`config.mk`:
```
export PLATFORM = sky130hd
export DESIGN_NAME = circular_linked_list_engine
export DESIGN_NICKNAME = d
export VERILOG_FILES = /design/src/rtl/core/cll_pkg.sv /design/src/rtl/core/circular_linked_list_engine.sv /design/src/rtl/core/cll_ram.sv /design/src/rtl/core/cll_ctrl.sv
export SDC_FILE = /design/constraint.sdc
export NUM_CORES = 2
export LEC_CHECK = 0
export BUFFER_PORTS_ARGS = -buffer_cell sky130_fd_sc_hd__buf_4
export CORE_ASPECT_RATIO = 0.75
export CORE_UTILIZATION = 45
export CTS_CLUSTER_DIAMETER = 150
export DETAILED_ROUTE_END_ITERATION = 6
export GPL_TIMING_DRIVEN = 0
export PLACE_DENSITY_LB_ADDON = 0.2
export SLEW_MARGIN = 30
export SYNTH_ARGS = -nofsm -noshare
export SYNTH_HDL_FRONTEND = slang
export SYNTH_SLANG_ARGS = --single-unit
```
`constraint.sdc`:
```
create_clock -name clk_i -period 13.65 [get_ports clk_i]
set_input_delay 2.0475 -clock clk_i [delete_from_list [all_inputs] [get_ports clk_i]]
set_output_delay 2.0475 -clock clk_i [all_outputs]
set_load 0.01 [all_outputs]
```
`src/rtl/core/cll_pkg.sv`:
```
// Shared types and constants for the circular linked list engine.
// Holds the word structs, the operation and status codes and the sequencer states.
// No dependencies.
package cll_pkg;

  localparam int unsigned POOL_SIZE_DEF = 32;
  localparam int unsigned VALUE_W       = 32;
  localparam int unsigned COUNT_W       = 6;

  typedef logic signed [VALUE_W-1:0] value_t;
  typedef logic [COUNT_W-1:0]        count_t;

  typedef enum logic [2:0] {
    OP_PUSH_FRONT   = 3'd0,
    OP_PUSH_BACK    = 3'd1,
    OP_INSERT_AFTER = 3'd2,
    OP_POP_FRONT    = 3'd3,
    OP_POP_BACK     = 3'd4,
    OP_REMOVE       = 3'd5
  } op_e;

  typedef enum logic [1:0] {
    ST_OK        = 2'd0,
    ST_EMPTY     = 2'd1,
    ST_NOT_FOUND = 2'd2,
    ST_FULL      = 2'd3
  } status_e;

  typedef enum logic [3:0] {
    S_IDLE,
    S_DECODE,
    S_ALLOC,
    S_ALLOC_WAIT,
    S_LINK1,
    S_LINK2,
    S_SRCH_START,
    S_SRCH,
    S_UNL_RD,
    S_UNL_CAP,
    S_UNLINK,
    S_FIN_H,
    S_FIN_T,
    S_FIN_B,
    S_DONE
  } state_e;

  typedef struct packed {
    logic [2:0] operation;
    value_t     item_value;
    value_t     anchor_value;
  } in_word_t;

  typedef struct packed {
    logic [1:0] status;
    count_t     entry_count;
    value_t     front_value;
    value_t     back_value;
  } out_word_t;

  typedef struct packed {
    logic idle;
    logic res_valid;
  } ctrl_status_t;

endpackage

```
`src/rtl/core/circular_linked_list_engine.sv`:
```
// Circular doubly linked list engine: a node pool of POOL_SIZE signed 32-bit values.
//
// Input channel: in_valid_i, in_stall_o, in_word_i. A word carries an operation
// (push front, push back, insert after anchor, pop front, pop back, remove value)
// and its operands. A word is taken when in_valid_i is high and in_stall_o is low.
// Output channel: out_valid_o, out_stall_i, out_word_o. Every input word produces
// exactly one result word: a status, the entry count and the front and back values.
//
// The block works on one word at a time and holds in_stall_o high meanwhile.
// Insert-after and remove walk the list one link per clock through the registered
// read port of the link memory, starting at the head; a missed search passes every
// node of the list before it reports. The result sits in an output register, and
// the sequencer goes idle as it loads, so the next word can be accepted even while
// that result still waits; if out_stall_i stays high, the following result waits in
// the sequencer and the input stays stalled until it frees.
// Reset empties the list at once; there is no clearing pass, since free nodes are
// tracked by a fill count of never-used nodes plus a stack of released nodes.
// Uses cll_pkg, cll_ctrl and cll_ram.
module circular_linked_list_engine #(
  parameter int unsigned POOL_SIZE = cll_pkg::POOL_SIZE_DEF
) (
  input  logic               clk_i,
  input  logic               rst_ni,
  input  logic               in_valid_i,
  output logic               in_stall_o,
  input  cll_pkg::in_word_t  in_word_i,
  output logic               out_valid_o,
  input  logic               out_stall_i,
  output cll_pkg::out_word_t out_word_o
);

  cll_pkg::ctrl_status_t ctrl_stat;
  cll_pkg::out_word_t    res_word;
  logic                  in_take, res_ready, res_load;
  logic                  out_valid_q, out_valid_d;
  cll_pkg::out_word_t    out_word_q;

  // The sequencer takes a new word only when it has nothing in flight.
  assign in_stall_o = !ctrl_stat.idle;
  assign in_take    = in_valid_i && !in_stall_o;

  // The output register is free when empty or being emptied this cycle.
  assign res_ready = !out_valid_q || !out_stall_i;
  assign res_load  = ctrl_stat.res_valid && res_ready;

  cll_ctrl #(.POOL_SIZE(POOL_SIZE)) u_ctrl (
    .clk_i,
    .rst_ni,
    .take_i      (in_take),
    .word_i      (in_word_i),
    .res_ready_i (res_ready),
    .stat_o      (ctrl_stat),
    .res_o       (res_word)
  );

  always_comb begin
    out_valid_d = out_valid_q;
    if (res_load) begin
      out_valid_d = 1'b1;
    end else if (!out_stall_i) begin
      out_valid_d = 1'b0;
    end
  end

  always_ff @(posedge clk_i or negedge rst_ni) begin
    if (!rst_ni) begin
      out_valid_q <= 1'b0;
    end else begin
      out_valid_q <= out_valid_d;
    end
  end

  always_ff @(posedge clk_i) begin
    if (res_load) begin
      out_word_q <= res_word;
    end
  end

  assign out_valid_o = out_valid_q;
  assign out_word_o  = out_word_q;

`ifndef ASSERT_OFF
  // A result can only be offered while a word is being worked on.
  a_res_not_idle: assert property (@(posedge clk_i) disable iff (!rst_ni)
    ctrl_stat.res_valid |-> !ctrl_stat.idle)
    else $error("result offered while sequencer idle");

  // A freshly accepted word never yields its result on the following edge.
  a_no_instant_result: assert property (@(posedge clk_i) disable iff (!rst_ni)
    in_take |=> !res_load)
    else $error("result loaded right after acceptance");

  // An empty-list status always reports an empty list.
  a_empty_status: assert property (@(posedge clk_i) disable iff (!rst_ni)
    (out_valid_o && (out_word_o.status == cll_pkg::ST_EMPTY)) |->
    ((out_word_o.entry_count == '0) && (out_word_o.front_value == '0) &&
     (out_word_o.back_value == '0)))
    else $error("empty status with nonzero count or values");

  // While the output is stalled the held result stays put.
  a_out_hold: assert property (@(posedge clk_i) disable iff (!rst_ni)
    (out_valid_o && out_stall_i) |=> (out_valid_o && $stable(out_word_o)))
    else $error("stalled result changed");
`endif

endmodule

```
`src/rtl/core/cll_ram.sv`:
```
// Simple dual-port memory: one write port, one read port with registered data.
// Used for node values, both link arrays and the free-node stack. Uses cll_pkg.
module cll_ram #(
  parameter int unsigned WIDTH = cll_pkg::VALUE_W,
  parameter int unsigned DEPTH = cll_pkg::POOL_SIZE_DEF
) (
  input  logic                     clk_i,
  input  logic                     we_i,
  input  logic [$clog2(DEPTH)-1:0] waddr_i,
  input  logic [WIDTH-1:0]         wdata_i,
  input  logic [$clog2(DEPTH)-1:0] raddr_i,
  output logic [WIDTH-1:0]         rdata_o
);

  logic [WIDTH-1:0] mem_q [DEPTH];
  logic [WIDTH-1:0] rdata_q;

  always_ff @(posedge clk_i) begin
    if (we_i) begin
      mem_q[waddr_i] <= wdata_i;
    end
  end

  always_ff @(posedge clk_i) begin
    rdata_q <= mem_q[raddr_i];
  end

  assign rdata_o = rdata_q;

endmodule

```
`src/rtl/core/cll_ctrl.sv`:
```
// Sequencer and datapath of the linked list engine: decodes one word, walks the
// list one link per cycle with a shared value compare, and rewrites links.
// Uses cll_pkg and cll_ram.
module cll_ctrl #(
  parameter int unsigned POOL_SIZE = cll_pkg::POOL_SIZE_DEF
) (
  input  logic                 clk_i,
  input  logic                 rst_ni,
  input  logic                 take_i,
  input  cll_pkg::in_word_t    word_i,
  input  logic                 res_ready_i,
  output cll_pkg::ctrl_status_t stat_o,
  output cll_pkg::out_word_t   res_o
);

  localparam int unsigned AW = $clog2(POOL_SIZE);
  localparam int unsigned LW = $clog2(POOL_SIZE + 1);

  cll_pkg::state_e  state_q, state_d;
  logic [2:0]       op_q, op_d;
  cll_pkg::value_t  item_q, item_d;
  cll_pkg::value_t  target_q, target_d;
  cll_pkg::status_e status_q, status_d;
  logic [AW-1:0]    head_q, head_d, tail_q, tail_d;
  logic [LW-1:0]    len_q, len_d, fresh_q, fresh_d, sp_q, sp_d, k_q, k_d;
  logic [AW-1:0]    cur_q, cur_d, n_q, n_d, p_q, p_d, x_q, x_d;
  cll_pkg::value_t  front_q, front_d, back_q, back_d;

  logic                val_we, nxt_we, prv_we, stk_we;
  logic [AW-1:0]       val_waddr, nxt_waddr, prv_waddr, stk_waddr;
  logic [AW-1:0]       val_raddr, nxt_raddr, prv_raddr, stk_raddr;
  logic [AW-1:0]       nxt_wdata, prv_wdata;
  logic [AW-1:0]       nxt_rdata, prv_rdata, stk_rdata;
  cll_pkg::value_t     val_rdata;

  logic          len_zero, len_full, is_match, last_node, is_push;
  logic [LW-1:0] sp_m1, k_p1;

  assign len_zero  = (len_q == '0);
  assign len_full  = (len_q == LW'(POOL_SIZE));
  assign is_match  = (val_rdata == target_q);
  assign k_p1      = k_q + LW'(1);
  assign last_node = (k_p1 == len_q);
  assign sp_m1     = sp_q - LW'(1);
  assign is_push   = (op_q == cll_pkg::OP_PUSH_FRONT) || (op_q == cll_pkg::OP_PUSH_BACK);

  cll_ram #(.WIDTH(cll_pkg::VALUE_W), .DEPTH(POOL_SIZE)) u_val (
    .clk_i, .we_i(val_we), .waddr_i(val_waddr), .wdata_i(item_q),
    .raddr_i(val_raddr), .rdata_o(val_rdata)
  );
  cll_ram #(.WIDTH(AW), .DEPTH(POOL_SIZE)) u_nxt (
    .clk_i, .we_i(nxt_we), .waddr_i(nxt_waddr), .wdata_i(nxt_wdata),
    .raddr_i(nxt_raddr), .rdata_o(nxt_rdata)
  );
  cll_ram #(.WIDTH(AW), .DEPTH(POOL_SIZE)) u_prv (
    .clk_i, .we_i(prv_we), .waddr_i(prv_waddr), .wdata_i(prv_wdata),
    .raddr_i(prv_raddr), .rdata_o(prv_rdata)
  );
  cll_ram #(.WIDTH(AW), .DEPTH(POOL_SIZE)) u_stk (
    .clk_i, .we_i(stk_we), .waddr_i(stk_waddr), .wdata_i(n_q),
    .raddr_i(stk_raddr), .rdata_o(stk_rdata)
  );

  // Next state.
  always_comb begin
    state_d = state_q;
    case (state_q)
      cll_pkg::S_IDLE: begin
        if (take_i) state_d = cll_pkg::S_DECODE;
      end
      cll_pkg::S_DECODE: begin
        case (op_q)
          cll_pkg::OP_PUSH_FRONT, cll_pkg::OP_PUSH_BACK: begin
            state_d = len_full ? cll_pkg::S_FIN_H : cll_pkg::S_ALLOC;
          end
          cll_pkg::OP_INSERT_AFTER: begin
            state_d = (len_zero || len_full) ? cll_pkg::S_FIN_H : cll_pkg::S_SRCH_START;
          end
          cll_pkg::OP_POP_FRONT, cll_pkg::OP_POP_BACK: begin
            state_d = len_zero ? cll_pkg::S_FIN_H : cll_pkg::S_UNL_RD;
          end
          cll_pkg::OP_REMOVE: begin
            state_d = len_zero ? cll_pkg::S_FIN_H : cll_pkg::S_SRCH_START;
          end
          default: state_d = cll_pkg::S_FIN_H;
        endcase
      end
      cll_pkg::S_ALLOC: begin
        state_d = (sp_q != '0) ? cll_pkg::S_ALLOC_WAIT : cll_pkg::S_LINK1;
      end
      cll_pkg::S_ALLOC_WAIT: state_d = cll_pkg::S_LINK1;
      cll_pkg::S_LINK1: begin
        state_d = len_zero ? cll_pkg::S_FIN_H : cll_pkg::S_LINK2;
      end
      cll_pkg::S_LINK2: state_d = cll_pkg::S_FIN_H;
      cll_pkg::S_SRCH_START: state_d = cll_pkg::S_SRCH;
      cll_pkg::S_SRCH: begin
        if (is_match) begin
          state_d = (op_q == cll_pkg::OP_INSERT_AFTER) ? cll_pkg::S_ALLOC : cll_pkg::S_UNLINK;
        end else if (last_node) begin
          state_d = cll_pkg::S_FIN_H;
        end
      end
      cll_pkg::S_UNL_RD:  state_d = cll_pkg::S_UNL_CAP;
      cll_pkg::S_UNL_CAP: state_d = cll_pkg::S_UNLINK;
      cll_pkg::S_UNLINK:  state_d = cll_pkg::S_FIN_H;
      cll_pkg::S_FIN_H:   state_d = cll_pkg::S_FIN_T;
      cll_pkg::S_FIN_T:   state_d = cll_pkg::S_FIN_B;
      cll_pkg::S_FIN_B:   state_d = cll_pkg::S_DONE;
      cll_pkg::S_DONE: begin
        if (res_ready_i) state_d = cll_pkg::S_IDLE;
      end
      default: state_d = cll_pkg::S_IDLE;
    endcase
  end

  // Memory port control.
  always_comb begin
    val_we    = 1'b0;
    nxt_we    = 1'b0;
    prv_we    = 1'b0;
    stk_we    = 1'b0;
    val_waddr = n_q;
    nxt_waddr = n_q;
    prv_waddr = n_q;
    stk_waddr = sp_q[AW-1:0];
    nxt_wdata = x_q;
    prv_wdata = p_q;
    val_raddr = cur_q;
    nxt_raddr = cur_q;
    prv_raddr = cur_q;
    stk_raddr = sp_m1[AW-1:0];
    case (state_q)
      cll_pkg::S_LINK1: begin
        val_we = 1'b1;
        nxt_we = 1'b1;
        prv_we = 1'b1;
        if (len_zero) begin
          // A lone node links to itself in both directions.
          nxt_wdata = n_q;
          prv_wdata = n_q;
        end
      end
      cll_pkg::S_LINK2: begin
        nxt_we    = 1'b1;
        nxt_waddr = p_q;
        nxt_wdata = n_q;
        prv_we    = 1'b1;
        prv_waddr = x_q;
        prv_wdata = n_q;
      end
      cll_pkg::S_SRCH_START: begin
        val_raddr = head_q;
        nxt_raddr = head_q;
        prv_raddr = head_q;
      end
      cll_pkg::S_SRCH: begin
        val_raddr = nxt_rdata;
        nxt_raddr = nxt_rdata;
        prv_raddr = nxt_rdata;
      end
      cll_pkg::S_UNL_RD: begin
        nxt_raddr = n_q;
        prv_raddr = n_q;
      end
      cll_pkg::S_UNLINK: begin
        stk_we = 1'b1;
        if (!(len_q <= LW'(1))) begin
          nxt_we    = 1'b1;
          nxt_waddr = p_q;
          nxt_wdata = x_q;
          prv_we    = 1'b1;
          prv_waddr = x_q;
          prv_wdata = p_q;
        end
      end
      cll_pkg::S_FIN_H: val_raddr = head_q;
      cll_pkg::S_FIN_T: val_raddr = tail_q;
      default: ;
    endcase
  end

  // Datapath register updates.
  always_comb begin
    op_d     = op_q;
    item_d   = item_q;
    target_d = target_q;
    status_d = status_q;
    head_d   = head_q;
    tail_d   = tail_q;
    len_d    = len_q;
    fresh_d  = fresh_q;
    sp_d     = sp_q;
    k_d      = k_q;
    cur_d    = cur_q;
    n_d      = n_q;
    p_d      = p_q;
    x_d      = x_q;
    front_d  = front_q;
    back_d   = back_q;
    case (state_q)
      cll_pkg::S_IDLE: begin
        if (take_i) begin
          op_d     = word_i.operation;
          item_d   = word_i.item_value;
          target_d = (word_i.operation == cll_pkg::OP_INSERT_AFTER) ?
                     word_i.anchor_value : word_i.item_value;
        end
      end
      cll_pkg::S_DECODE: begin
        status_d = cll_pkg::ST_OK;
        p_d      = tail_q;
        x_d      = head_q;
        case (op_q)
          cll_pkg::OP_PUSH_FRONT, cll_pkg::OP_PUSH_BACK: begin
            if (len_full) status_d = cll_pkg::ST_FULL;
          end
          cll_pkg::OP_INSERT_AFTER: begin
            if (len_zero) status_d = cll_pkg::ST_EMPTY;
            else if (len_full) status_d = cll_pkg::ST_FULL;
          end
          cll_pkg::OP_POP_FRONT, cll_pkg::OP_POP_BACK: begin
            if (len_zero) status_d = cll_pkg::ST_EMPTY;
            n_d = (op_q == cll_pkg::OP_POP_FRONT) ? head_q : tail_q;
          end
          cll_pkg::OP_REMOVE: begin
            if (len_zero) status_d = cll_pkg::ST_EMPTY;
          end
          default: ;
        endcase
      end
      cll_pkg::S_ALLOC: begin
        // Recycle a freed node first, otherwise take a never-used one.
        if (sp_q != '0) begin
          sp_d = sp_m1;
        end else begin
          n_d     = fresh_q[AW-1:0];
          fresh_d = fresh_q + LW'(1);
        end
      end
      cll_pkg::S_ALLOC_WAIT: n_d = stk_rdata;
      cll_pkg::S_LINK1: begin
        if (len_zero) begin
          head_d = n_q;
          tail_d = n_q;
          len_d  = LW'(1);
        end
      end
      cll_pkg::S_LINK2: begin
        len_d = len_q + LW'(1);
        if (op_q == cll_pkg::OP_PUSH_FRONT) head_d = n_q;
        if (op_q == cll_pkg::OP_PUSH_BACK) tail_d = n_q;
        if (!is_push && (p_q == tail_q)) tail_d = n_q;
      end
      cll_pkg::S_SRCH_START: begin
        cur_d = head_q;
        k_d   = '0;
      end
      cll_pkg::S_SRCH: begin
        if (is_match) begin
          n_d = cur_q;
          p_d = (op_q == cll_pkg::OP_INSERT_AFTER) ? cur_q : prv_rdata;
          x_d = nxt_rdata;
        end else if (last_node) begin
          status_d = cll_pkg::ST_NOT_FOUND;
        end else begin
          cur_d = nxt_rdata;
          k_d   = k_p1;
        end
      end
      cll_pkg::S_UNL_CAP: begin
        p_d = prv_rdata;
        x_d = nxt_rdata;
      end
      cll_pkg::S_UNLINK: begin
        sp_d = sp_q + LW'(1);
        if (len_q <= LW'(1)) begin
          head_d = '0;
          tail_d = '0;
          len_d  = '0;
        end else begin
          if (n_q == head_q) head_d = x_q;
          if (n_q == tail_q) tail_d = p_q;
          len_d = len_q - LW'(1);
        end
      end
      cll_pkg::S_FIN_T: front_d = val_rdata;
      cll_pkg::S_FIN_B: back_d  = val_rdata;
      default: ;
    endcase
  end

  always_ff @(posedge clk_i or negedge rst_ni) begin
    if (!rst_ni) begin
      state_q <= cll_pkg::S_IDLE;
      head_q  <= '0;
      tail_q  <= '0;
      len_q   <= '0;
      fresh_q <= '0;
      sp_q    <= '0;
    end else begin
      state_q <= state_d;
      head_q  <= head_d;
      tail_q  <= tail_d;
      len_q   <= len_d;
      fresh_q <= fresh_d;
      sp_q    <= sp_d;
    end
  end

  always_ff @(posedge clk_i) begin
    op_q     <= op_d;
    item_q   <= item_d;
    target_q <= target_d;
    status_q <= status_d;
    k_q      <= k_d;
    cur_q    <= cur_d;
    n_q      <= n_d;
    p_q      <= p_d;
    x_q      <= x_d;
    front_q  <= front_d;
    back_q   <= back_d;
  end

  assign stat_o.idle      = (state_q == cll_pkg::S_IDLE);
  assign stat_o.res_valid = (state_q == cll_pkg::S_DONE);

  assign res_o.status      = status_q;
  assign res_o.entry_count = cll_pkg::count_t'(len_q);
  assign res_o.front_value = len_zero ? '0 : front_q;
  assign res_o.back_value  = len_zero ? '0 : back_q;

endmodule
```
Word-level counts from Yosys, hierarchy flattened. Memory sizes are Yosys's and may differ from the RTL's. A register that Yosys moved wholly into a read port is not among the register bits. Index checks and enable logic that the tools add are counted. W data, S select, Z words.

Bitwise gates (word level): 1. Reduce and logical (&&, ||, !) cells: 37. Equality and inequality tests: 42. Muxes and demuxes: 74. Order comparisons: 1. Add/subtract/negate cells: 6.

Operators by type and width (number): $mux W5 (21); $pmux W5 S3 (6); $pmux W4 S14 (1); $pmux W5 S2 (5); $mux W4 (9); $eq A32 B32 Y1 (1); $mux W32 (1); $mux W6 (5); $eq A4 B4 Y1 const B (7); $add A6 B1 Y6 const B (4); $pmux W6 S2 (2); $pmux W5 S4 (1); $pmux W6 S3 (1); $eq A4 B3 Y1 const B (4); $ne A2 B1 Y1 const B (8); $pmux W4 S4 (1); $eq A5 B5 Y1 (3); $mux W1 (12); $ne A3 B1 Y1 const B (4); $reduce_and A4 Y1 (3); $sub A6 B1 Y6 const B (2); $mux W2 (5); $reduce_and A2 Y1 (5); $reduce_or A2 Y1 (5); 26 further kinds (45).

Memory bits (writable): 1504. Register bits: 264. Input port bits: 71. Memories: 4. Logic and storage cells: 187.

Memory list: u_ctrl.u_val.mem_q (depth 32, width 32, read ports 1, clocked after memory_dff 1, wr ports 1, line cll_ram.sv:15) `logic [WIDTH-1:0] mem_q [DEPTH];`; u_ctrl.u_nxt.mem_q (depth 32, width 5, read ports 1, clocked after memory_dff 1, wr ports 1, line cll_ram.sv:15); u_ctrl.u_prv.mem_q (depth 32, width 5, read ports 1, clocked after memory_dff 1, wr ports 1, line cll_ram.sv:15); u_ctrl.u_stk.mem_q (depth 32, width 5, read ports 1, clocked after memory_dff 1, wr ports 1, line cll_ram.sv:15).

Logic depth before layout (Yosys ltp).
Depth in word-level cells: 6. Depth in mapped cells: 13. Depth with buffers taken out: 9.

By module. A second synthesis with hierarchy kept.

Cells, all modules: 3908. Area, all modules: 71204.5 um2.

By module, submodules not included: cll_ram (u_ctrl.u_val) (cells each 2260, instances 1, area each 40485.1 um2); cll_ram (u_ctrl.u_nxt ...) (cells each 277, instances 3, area each 6344.8 um2); cll_ctrl (cells each 739, instances 1, area each 9465.3 um2); circular_linked_list_engine (cells each 78, instances 1, area each 2219.6 um2).

Least setup slack after synthesis. No wires, ideal clock.

Path type: input port to flip-flop. From: in out_stall_i. To: reg out_word_q, in the netlist out_word_o[0], enable pin. Buffers on the path: 0. Stages on the path: 1. Data arrival time: 5.560 ns. Path slack: 7.564 ns. Path through: a21oi_1.

Cells in the longest elaborated chain, start to end: 3.

Ends and longest elaborated chain: start: declaration (line circular_linked_list_engine.sv:28) `input logic out_stall_i,`; $logic_not A1 Y1; $logic_or A1 B1 Y1 (line circular_linked_list_engine.sv:43) `assign res_ready = !out_valid_q || !out_stall_i;`; $logic_and A1 B1 Y1 (line circular_linked_list_engine.sv:44) `assign res_load = ctrl_stat.res_valid && res_ready;`; end signal: assignment (line circular_linked_list_engine.sv:75) `out_word_q <= res_word;`; end: declaration (line circular_linked_list_engine.sv:36) `cll_pkg::out_word_t out_word_q;`.

No other way between the ends. A chain may end at the register's enable or synchronous reset.

Worst setup path in the final report.
From: reg u_ctrl.state_q[1]. To: reg u_ctrl.u_val.rdata_q[18], in the netlist u_ctrl.u_val.rdata_o[18] (read register of u_ctrl.u_val.mem_q).

Cells in the longest elaborated chain, start to end: 3. Elaborated cells between the ends (all ways): 6.

Ends and longest elaborated chain: start: declaration (line cll_ctrl.sv:19) `cll_pkg::state_e state_q, state_d;`; start signal: assignment (line cll_ctrl.sv:295) `state_q <= cll_pkg::S_IDLE;`; start signal: assignment (line cll_ctrl.sv:302) `state_q <= state_d;`; $eq A4 B4 Y1 or $eq A4 B3 Y1 (tied branches) (line cll_ctrl.sv:133) `case (state_q)`; $reduce_or A2 Y1 (no source line); $pmux W5 S3 * (line cll_ctrl.sv:133); end: declaration (line cll_ram.sv:16) `logic [WIDTH-1:0] rdata_q;`.

Every way passes the cells marked *; elsewhere a longest branch is shown, timed or not.

==> impl_metrics.toml <==
[place]
numPortBuffers = 144
place.gp.congestion = 0.951
hpwl_mm = 158
dpl.cell_count = 7054

[yosys]
ys.flop_type = "edfxtp_1"
synth_top_area_share_pct = 71.8
yosysTopAreaCell = "edfxtp_1"
synth_edf_count = 1735
synth.avg_cell_area_sq_um = 15.5
synth_fp_nets = 4747
yosysWarningCount = 0
yosys-top-cells-area = "edfxtp_1 72%, mux4_2 2.5%, nand2_1 2.1%"
synth_common_cells = "1735 x edfxtp_1, 414 x nand2_1, 283 x nand3_1"
synthCells = 4666
ys_seq_area_share_pct = 74.2
syn_area_sq_um = 72500
ys_seq_elements = 1814
synth_most_common_cell = "edfxtp_1"
synthArstFlopShare_pct = 1.76
synth_cell_type_count = 94

[floorplan]
die_area_sq_um = 163000
die_h_um = 350
core_sq_um = 160000
rows = 127
ios = 145
initial_utilization_pct = 45.4
die_w_um = 466

[pwr]
switching_share_pct = 41.7
p_int_w = 0.0122
vdd_ir_drop_max_mv = 0.127
power.density_nw_per_um2 = 247
power.leakage_nw = 27.6
switchingPower_w = 0.00871
p_clk_share_pct = 22.7
power_w = 0.0209
comb_power_share_pct = 43.0
p_seq_share_pct = 34.3

[sta]
final_max_slew_viol_count = 0
period_needed_ns = 4.82
finalSetupViolations = 0
tns_ns = 0
skew_ns = 0.0353
hold_ws_ns = 0.464
rsz0062_at_grt = "no"
tightest_slew_ns = 1.07
finalHoldViolCount = 0
fin_crit_sh_pct = 35.3
max_slew_margin_pct = 28.7
max_clock_freq_mhz = 208

[route]
routed_via_density = 6.18
drtAntennaViolNets = 0
drcViolationCount = 0
wl_per_cell_um = 29.6
firstDrtPassIters = 6
finalWirelength_mm = 219
vias = 45600
drt-initial-drc-count = 7204

[global_route]
grt_pass1_wl_mm = 310
grt_max_degree = 43
grt_pass1_vias = 42500
track_usage_pct = 26.6
grt_overflow_total = 0
antenna_found_initial = 13

[setup_path]
crit_type = "flop to flop"
cp-start-kind = "flop"
critPathMaxFanout = 38
cp.required_ns = 14.26
worstPathArrival_ns = 5.43
endpoint_kind = "flop"

[cts]
cts_buffer_depth = 3
clk_latency_ns = 0.82
post-cts-setup-buffer-count = 0
cts.htree.levels = 4
root_buffer = "clkbuf_16"
cts_buffers = 172
cts.sinks = 1814
cts_hold_buf = 0
cts_resized = 0
clk_pin_slew_ns = 0.07
tritoncts = "built"

[status]
status = "completed"

[final_layout]
drive_gt1_share_pct = 17.4
nets = 5185
stdcell_count = 7379
synthToLayoutAreaGrowth_pct = 16.6

[run]
maxCapViolCount = 0

[worst_hold_path]
hold_path.class = "flop to flop"
-- layer usage --
| layer | global-route usage (%) | vias to the layer above | part of all wire [%] |
|---|---|---|---|
| li1 | - | 19300 | - |
| met2 | 34.9 | 2754 | 40 |
| met1 | 42.8 | 23300 | 45 |
| met3 | 7.96 | 293 | 13 |
| met5 | 0 | - | 0.040 |
| met4 | 5.83 | 12 | 2.0 |
-- power by group through the flow --
stage | registers [W] | clock network [W] | logic [W]
detailed placement | 0.00727 | 0 | 0.00866
global placement | 0.00741 | 0 | 0.00824
global route | 0.00718 | 0.00498 | 0.00940
floorplan | 0.00717 | 0 | 0.00495
finish | 0.00716 | 0.00473 | 0.00898
CTS | 0.00715 | 0.00477 | 0.00870
-- final timing paths --
check / from / end / slack [ns] / cells after the start
min reg2reg: u_ctrl.len_q[2] / out_word_o[66] / 0.46 / 0
min: u_ctrl.len_q[2] / out_word_o[66] / 0.46 / 0
max in group asynchronous: rst_ni / u_ctrl.tail_q[0] / 12.09 / 1
max: u_ctrl.state_q[1] / u_ctrl.u_val.rdata_o[18] / 8.83 / 11
max reg2reg: u_ctrl.state_q[1] / u_ctrl.u_val.rdata_o[18] / 8.83 / 11
min in group asynchronous: rst_ni / u_ctrl.len_q[4] / 1.18 / 1
-- stage by stage --
stage	worst slack, ns	util (%)	instance area, sq um
4_1_cts	8.84	52.9	84500
5_1_grt	8.72	52.9	84600
3_5_place_dp	8.91	49.4	79000
6_report	8.83	52.9	84600
2_1_floorplan	7.56	-	72500
3_3_place_gp	4.92	47.7	76300
-- worst max-delay path, stage by stage, from the launching register on --
cell and delay (ns):
dfrtp_1 0.37, buf_4 0.17, nor4bb_2 0.34, buf_6 0.42
nor4_2 0.18, nor2_2 0.33, buf_2 0.42, buf_2 0.39
clkbuf_1 0.78, a221oi_1 0.16, o21ai_0 0.73, a311oi_1 0.30
-- cells by family (layout without fill, tap and decap cells) --
kind of cell    Yosys count  after routing  share of synthesized area, %
compound gates          898            898                          8.66
xor+xnor                 68             68                         0.840
fa+ha+maj                10             10                         0.173
buf+inv                 393            975                          2.36
flops                  1814           1814                          74.2
mux                     329            329                          6.14
other cells               0              3                             0
simple gates           1154           1154                          7.60
-- placed cells by master (no fill, tap or decap), types with 36 or more instances in the layout --
master / Yosys / layout
mux2i_1: 142 / 142
buf_2: 89 / 89
inv_1: 61 / 61
edfxtp_1: 1735 / 1735
clkinv_1: 0 / 36
nand2_1: 414 / 407
buf_4: 19 / 165
o22ai_1: 52 / 52
xnor2_1: 53 / 51
a21oi_1: 99 / 98
clkbuf_16: 0 / 175
o21ai_0: 222 / 219
a211oi_1: 118 / 118
nand4_1: 59 / 59
a22oi_1: 108 / 108
mux4_2: 82 / 82
a221oi_1: 99 / 99
dfxtp_1: 47 / 47
mux2_2: 105 / 105
a311oi_1: 72 / 69
nor2b_1: 72 / 72
clkbuf_1: 195 / 231
nand3_1: 283 / 283
nor2_1: 186 / 153
buf_16: 0 / 53
-- flip-flops by register name, summed over array words and instances (netlist names), 6 cells and up --
register,flops
u_ctrl.u_val.mem_q,1024
u_ctrl.u_nxt.mem_q,160
u_ctrl.u_prv.mem_q,160
u_ctrl.u_stk.mem_q,160
out_word_o,72
u_ctrl.back_q,32
u_ctrl.front_q,32
u_ctrl.item_q,32
u_ctrl.target_q,32
u_ctrl.u_val.rdata_o,32
u_ctrl.k_q,6
u_ctrl.len_q,6
u_ctrl.sp_q,6
-- area by class of cell --
class | count | area (sq um)
fillers | 13100 | 75300
flip-flops and latches | 1814 | 53800
multi-input cells | 2459 | 17400
clock buffers | 231 | 4700
repair buffers | 264 | 3440
well taps | 2128 | 2660
plain buffers | 332 | 1500
clock inverters | 87 | 797
inverters | 61 | 229
diodes | 3 | 7.51
(Power assumes the default switching activity.)
